## src/rtl/ls3_pkg.sv

```systemverilog
`default_nettype none

package ls3_pkg;

  // Field format.
  localparam int DW = 32;
  localparam int FB = 16;

  // Internal widths: pair products, adjugate entries, determinant, numerator,
  // divider compare word and the determinant after the output rescale.
  localparam int PW   = 2 * DW;
  localparam int AW   = 2 * DW + 1;
  localparam int DETW = 3 * DW + 2;
  localparam int NUMW = DETW + FB;
  localparam int DVW  = DETW + DW + 1;
  localparam int DQW  = DETW - 2 * FB;

  // Pipeline stage numbers.
  localparam int ST_PROD = 0;
  localparam int ST_ADJ  = 1;
  localparam int ST_PART = 2;
  localparam int ST_TERM = 3;
  localparam int ST_SUM  = 4;
  localparam int ST_ABS  = 5;
  localparam int ST_CHK  = 6;
  localparam int ST_DIV0 = 7;
  localparam int ST_SAT  = ST_DIV0 + DW;
  localparam int ST_OUT  = ST_SAT + 1;
  localparam int NSTG    = ST_OUT + 1;

  // Saturation bounds.
  localparam logic [DW-1:0] SMAX = {1'b0, {(DW-1){1'b1}}};
  localparam logic [DW-1:0] SMIN = {1'b1, {(DW-1){1'b0}}};

  typedef struct packed {
    logic signed [DW-1:0] m00;
    logic signed [DW-1:0] m01;
    logic signed [DW-1:0] m02;
    logic signed [DW-1:0] m10;
    logic signed [DW-1:0] m11;
    logic signed [DW-1:0] m12;
    logic signed [DW-1:0] m20;
    logic signed [DW-1:0] m21;
    logic signed [DW-1:0] m22;
    logic signed [DW-1:0] rhs0;
    logic signed [DW-1:0] rhs1;
    logic signed [DW-1:0] rhs2;
  } ls3_in_t;

  typedef struct packed {
    logic signed [DW-1:0] sol0;
    logic signed [DW-1:0] sol1;
    logic signed [DW-1:0] sol2;
    logic signed [DW-1:0] determinant;
    logic                 singular;
    logic                 overflow;
  } ls3_out_t;

  typedef logic [2:0][AW-1:0] ls3_row_t;
  typedef ls3_row_t [2:0]     ls3_adj_t;
  typedef logic [2:0][DW-1:0] ls3_vec_t;

  typedef struct packed {
    logic [DW-1:0] sol;
    logic          ovf;
  } ls3_lane_t;

  typedef struct packed {
    logic [DW-1:0] det;
    logic          ovf;
    logic          sing;
  } ls3_dinfo_t;

  // Low partial product: x times the unsigned low word of a wide operand.
  function automatic logic signed [AW-1:0] ls3_mul_lo(input logic signed [DW-1:0] x,
                                                      input logic [AW-1:0] y);
    logic signed [DW:0] yl;
    yl = $signed({1'b0, y[DW-1:0]});
    return x * yl;
  endfunction

  // High partial product: x times the signed upper part of a wide operand.
  function automatic logic signed [AW-1:0] ls3_mul_hi(input logic signed [DW-1:0] x,
                                                      input logic [AW-1:0] y);
    logic signed [AW-DW-1:0] yh;
    yh = $signed(y[AW-1:DW]);
    return x * yh;
  endfunction

  // Recombine the two partial products into the full product.
  function automatic logic signed [DETW-1:0] ls3_join(input logic signed [AW-1:0] ph,
                                                      input logic signed [AW-1:0] pl);
    return (DETW'(ph) <<< DW) + DETW'(pl);
  endfunction

endpackage

`default_nettype wire

```

## src/rtl/ls3_merge.sv

```systemverilog
`default_nettype none

module ls3_merge (
  input  wire logic                       clk,
  input  wire logic [ls3_pkg::NSTG-1:0]   en,
  input  wire logic signed [ls3_pkg::DETW-1:0] det_i,
  input  wire ls3_pkg::ls3_lane_t [2:0]   lane_i,
  output ls3_pkg::ls3_out_t               out_o
);
  import ls3_pkg::*;

  logic signed [DETW-1:0] ds;
  logic [DQW-1:0]         dq;
  logic                   fits;
  ls3_dinfo_t             info_nxt;
  ls3_dinfo_t             dly_r [ST_ABS:ST_SAT];
  ls3_out_t               out_r, out_nxt;

  // Rescale the determinant to the output format, rounding toward zero.
  always_comb begin
    ds   = det_i + (det_i[DETW-1] ? DETW'({(2*FB){1'b1}}) : DETW'(0));
    dq   = ds[DETW-1:2*FB];
    fits = (&dq[DQW-1:DW-1]) | ~(|dq[DQW-1:DW-1]);
    info_nxt.det  = fits ? dq[DW-1:0] : (dq[DQW-1] ? SMIN : SMAX);
    info_nxt.ovf  = ~fits;
    info_nxt.sing = (det_i == '0);
  end

  // Delay line that keeps the determinant fields beside the lanes.
  always_ff @(posedge clk) begin
    if (en[ST_ABS]) begin
      dly_r[ST_ABS] <= info_nxt;
    end
    for (int s = ST_ABS + 1; s <= ST_SAT; s++) begin
      if (en[s]) begin
        dly_r[s] <= dly_r[s-1];
      end
    end
  end

  // Merge the lane results with the determinant fields.
  always_comb begin
    out_nxt.sol0        = lane_i[0].sol;
    out_nxt.sol1        = lane_i[1].sol;
    out_nxt.sol2        = lane_i[2].sol;
    out_nxt.determinant = dly_r[ST_SAT].det;
    out_nxt.singular    = dly_r[ST_SAT].sing;
    out_nxt.overflow    = dly_r[ST_SAT].ovf | lane_i[0].ovf | lane_i[1].ovf
                          | lane_i[2].ovf;
  end

  always_ff @(posedge clk) begin
    if (en[ST_OUT]) begin
      out_r <= out_nxt;
    end
  end

  assign out_o = out_r;

endmodule

`default_nettype wire
```

## config.mk

```make
export PLATFORM = sky130hd
export DESIGN_NAME = ls3_merge
export DESIGN_NICKNAME = d
export VERILOG_FILES = /design/src/rtl/ls3_pkg.sv /design/src/rtl/ls3_merge.sv
export SDC_FILE = /design/constraint.sdc
export NUM_CORES = 1
export LEC_CHECK = 0
export ABC_AREA = 1
export BUFFER_PORTS_ARGS = -buffer_cell sky130_fd_sc_hd__buf_4
export CORE_UTILIZATION = 35
export CTS_BUF_LIST = sky130_fd_sc_hd__clkbuf_4 sky130_fd_sc_hd__clkbuf_8
export DETAILED_ROUTE_END_ITERATION = 10
export SETUP_SLACK_MARGIN = 0.2
export SYNTH_ARGS = -nofsm -noshare
export SYNTH_HDL_FRONTEND = slang
export SYNTH_SLANG_ARGS = --single-unit
export TNS_END_PERCENT = 30
```

## constraint.sdc

```tcl
create_clock -name clk -period 3.1 [get_ports clk]
set_clock_uncertainty 0.05 [all_clocks]
set_input_delay 0.155 -clock clk [delete_from_list [all_inputs] [get_ports clk]]
set_output_delay 0.155 -clock clk [all_outputs]
set_load 0.05 [all_outputs]
```

# [Yosys cells after proc, flatten, opt, wreduce, memory -nomap -nowiden]
# Memories as Yosys holds them, arrays and structs flattened.
# Cells that the tools add are included.
[word_totals] in_bits=239 out_inout_bits=130 latchBits=0 word_cells=90 register_bits=130 romBits=0 memories=1 ram_bits=1190
[op_classes] magnitude_cmp=0 n_mux=73 mul=0 reduce_logical=3 bitwise=6 div=0 n_eq_ne=0 add_sub_neg=1 shifts=0
[mem_list] memory="dly_r" words=35 word_bits=34 read_ports=35 rd_ports_with_merged_regs=0 wr=35 line="ls3_merge.sv:16" source="ls3_dinfo_t dly_r [ST_ABS:ST_SAT];"
[op_table] cell="$add A98 B32 Y98" count=1
[op_table] cell="$logic_not A98 Y1" count=1
[op_table] cell="$mux W32" count=3
[op_table] cell="$mux W1" count=70
[op_table] cell="$reduce_and A35 Y1" count=1
[op_table] cell="$reduce_or A35 Y1" count=1
[op_table] cell="$or A1 B1 Y1" count=4
[op_table] cell="$not A1 Y1" count=2

# [Logic depth before layout (Yosys ltp)]
[depth] depth_word=6 depth_mapped=24

# [Least setup slack after synthesis]
# OpenSTA, ideal clock, no wires.
[synth_path] path_type="input-to-reg" from="input det_i[29] (netlist bit)" to="register, netlist name dly_r[0][199]" path_buffers=1 cell_stages=21 setup_ps=252 setup_slack_ps=681 arrival_time_ps=2116 cell_sequence="ha_1 nand2_1 nor2_1 inv_1 nor2_1 inv_1 nor2_1 nand2_1 nor2_1 nand2_1 nand2_1 nand2_1 nand2_1 nand2_1 nor2_1 nand2_1 nor2_1 nand3_2 nand3_2 buf_6 nand2_1"
[synth_lines] item="start, declared" line="ls3_merge.sv:6" source="input wire logic signed [ls3_pkg::DETW-1:0] det_i,"

==> metrics.txt <==
HPWL after detailed placement=65.7 mm; Top FF cell, synth=edfxtp_1; first-pass GRT wire length=137 mm; Synth Net Count=3,069; post-layout util=0.451; GRT Total Usage=0.137; Gate Count Post-Synth=2,799; clock buffer depth=3; Worst-path clk slew=0.06 ns; Initial Util=0.355; HP Start=det_i[97]; Comb pwr share=0.065; FF-to-FF path depth=3; core area=0.130 mm²; First-pass DRT Iterations=7; CP startpoint kind=primary input; initial antenna violation count=6; unrepaired setup endpoints after global routing=false; final instance area=0.0587 mm²; crit-path max cell delay=0.53 ns; PwrDens=627 mW/mm²; routability cong.=0.890; clock root cell=clkbuf_8; input/output buffers=363; switching pwr=7920 µW; CP cell instances=dlygate4sd3_1 -> buf_4 -> nand4_1 -> inv_1 -> nand2_1 -> or2_2 -> nand3_2 -> nand2_1 -> nand2_1 -> nand3_1 -> nor2_1 -> nand2_1 -> nor2_1 -> nand3_2 -> nand3_2 -> buf_12 -> nand2_1; cell area after synthesis=0.0461 mm²; syn avg cell area=16.5 µm²; Reg2Reg Setup Slack=0.82 ns; CP most frequent cell=nand2_1; Worst Hold Path Cells=5; drt drc=0; crit path buf inv count=4; Slew @ Worst Pin=0.549 ns; Final setup viols=0; DR vias=24,100; reg-to-reg startpoint=dly_r[0][1327]; Crit Path Max Fanout=31; Leak=0.0224 µW; WP data required=3.59 ns; r2r endpoint=out_o[0]; top cells by area, synth=edfxtp_1, nand2_1, inv_1, nor2_1, nand3_1; largest net degree at the start of global routing=74; post-synthesis register bit count=1,320; Pint=28,900 µW; Placed Area=0.0520 mm²; Final #Nets=4,033; crit path time final=2.84 ns; Crit. End Element=register; post-DR vias/cell=4.25; Std-Cell Rows=132; CTS tree=built; Die H=365 µm; final worst path period share=0.916; Cell variety after synth=31; Post-synth EDFFs=1,320; Pwr Total=36,800 µW; count leader, synth=edfxtp_1; Multi-input gate area=0.00527 mm²; sequential share of the synthesized area=0.860; Num CTS Buffers=193; Max Slew Vio Count=0; H-tree depth=4; Die W=365 µm; Sw Share=0.215; Initial DRC Count=1,433; Layout area overhead=27.3%; # fillers=11,300; Worst-Skew Late Latency=0.82 ns; clock power share=0.362; post-route ant nets=0; Sequential cell area=0.0396 mm²; CP max-delay cell=dlygate4sd3_1; worst rel slew slack=0.631; Seq pwr share=0.573; fraction of registers with async set/reset=0; total wire length=90.7 mm; outcome=complete, no violations; grt total ovfl=0; Worst Hold End=dly_r[0][203]; clk sinks=1,320; Fin. Hold Viols=0; critical path class=in -> reg; Routed wire per std cell=16.0 µm; proportion of layout cells with a drive suffix above 1=0.216; Peak VDD IR=0.419 mV; Hold Path Class=in -> reg; warnings from Yosys=0; # IOs=369; crit path DAT=3.33 ns; f_max=352 MHz; die footprint=0.133 mm²; Max-Cap Viols=0; delay-heaviest family, CP=simple AND/OR/NAND/NOR gates; top cell type's share of synthesized area=0.860; vias in the first global route=24,800; most frequent cells after synthesis=edfxtp_1, nand2_1, inv_1; Yosys top cell by area=edfxtp_1
-- worst max-delay path by stage --
stage          depth (start not counted)            end      start
3_3_place_gp                          19  dly_r[0][198]  det_i[97]
5_1_grt                               19  dly_r[0][186]  det_i[41]
4_1_cts                               20  dly_r[0][198]  det_i[44]
2_1_floorplan                         21  dly_r[0][199]  det_i[29]
6_report                              17  dly_r[0][183]  det_i[38]
3_5_place_dp                          19  dly_r[0][201]  det_i[97]
-- layer usage --
layer | vias up | wire, µm | GRT usage
met5 | - | 136 | 0.00617
met4 | 6 | 3740 | 0.0698
met3 | 191 | 6240 | 0.0367
met2 | 712 | 42900 | 0.227
met1 | 11300 | 37800 | 0.163
li1 | 11900 | - | -
-- stage by stage --
stage               cells  setup slack [ns]  hold slack (ns)  setup TNS [ns]
finish               5667             0.261            0.101               0
global route         5667             0.208           0.0307               0
CTS                  5663             0.263          0.00562               0
detailed placement   5039            -0.419            0.285          -12.96
global placement     5039            -0.430            0.283          -13.55
floorplan            2799             0.681            0.204               0
-- logic make-up after synthesis --
| family | Yosys count | synth area share |
|---|---|---|
| buf+inv | 319 | 0.0271 |
| simple gates | 1092 | 0.0992 |
| xor+xnor | 13 | 0.00247 |
| fa+ha+maj | 31 | 0.00842 |
| compound gates | 24 | 0.00272 |
| flops | 1320 | 0.860 |
-- tightest hold or removal path: stages --
cell and delay [ns]:
buf_6 0.17, buf_4 0.19, nand2_1 0.06, nand2_1 0.06, buf_4 0.15
-- state kept, by name, summed over array words and instances, names as in the netlist --
register / count
dly_r: 1190
out_o: 130
-- repair_timing --
item / in CTS / in global routing
hold endpoints to repair: 1448 / 0
resized for setup: 0 / 22
setup buffers: 0 / 0
setup endpoints to repair: 0 / 32
hold buffers: 271 / 0
-- cell type report --
type	instances	area share
well taps	1742	0.0372
clock buffers	262	0.0542
flip-flops and latches	1320	0.676
inverters	309	0.0198
multi-input cells	1160	0.0899
diodes	4	0.000171
clock inverters	91	0.0111
repair buffers	779	0.112
-- power groups by stage --
stage	sequential, µW	clock (µW)	combinational [µW]
2_1_floorplan	21800	0	451
3_3_place_gp	21400	0	2080
3_5_place_dp	21500	0	2090
4_1_cts	21100	13900	2370
5_1_grt	21200	14700	2570
6_report	21100	13300	2380
-- cells in the final DEF (no fill, tap or decap), types with 5 or more instances in the layout --
master         synthesis  routed
edfxtp_1            1320    1320
nand2_1              623     622
buf_4                  0     504
inv_1                306     306
dlygate4sd3_1          0     271
nor2_1               221     209
clkbuf_8               0     194
nand3_1              129     127
clkbuf_4               0      68
clkinv_1               1      55
nand4_1               41      41
ha_1                  31      30
nor3_1                25      22
nor4_1                21      21
clkinv_2               0      19
nor2_2                 6      17
a21oi_1               15      15
xor2_1                13      13
nand3_2                6       8
nor3_2                 2       5
nand3b_1               5       5
inv_16                 0       5
bufinv_16              0       5
No activity file was read; power rests on OpenSTA's default activity.
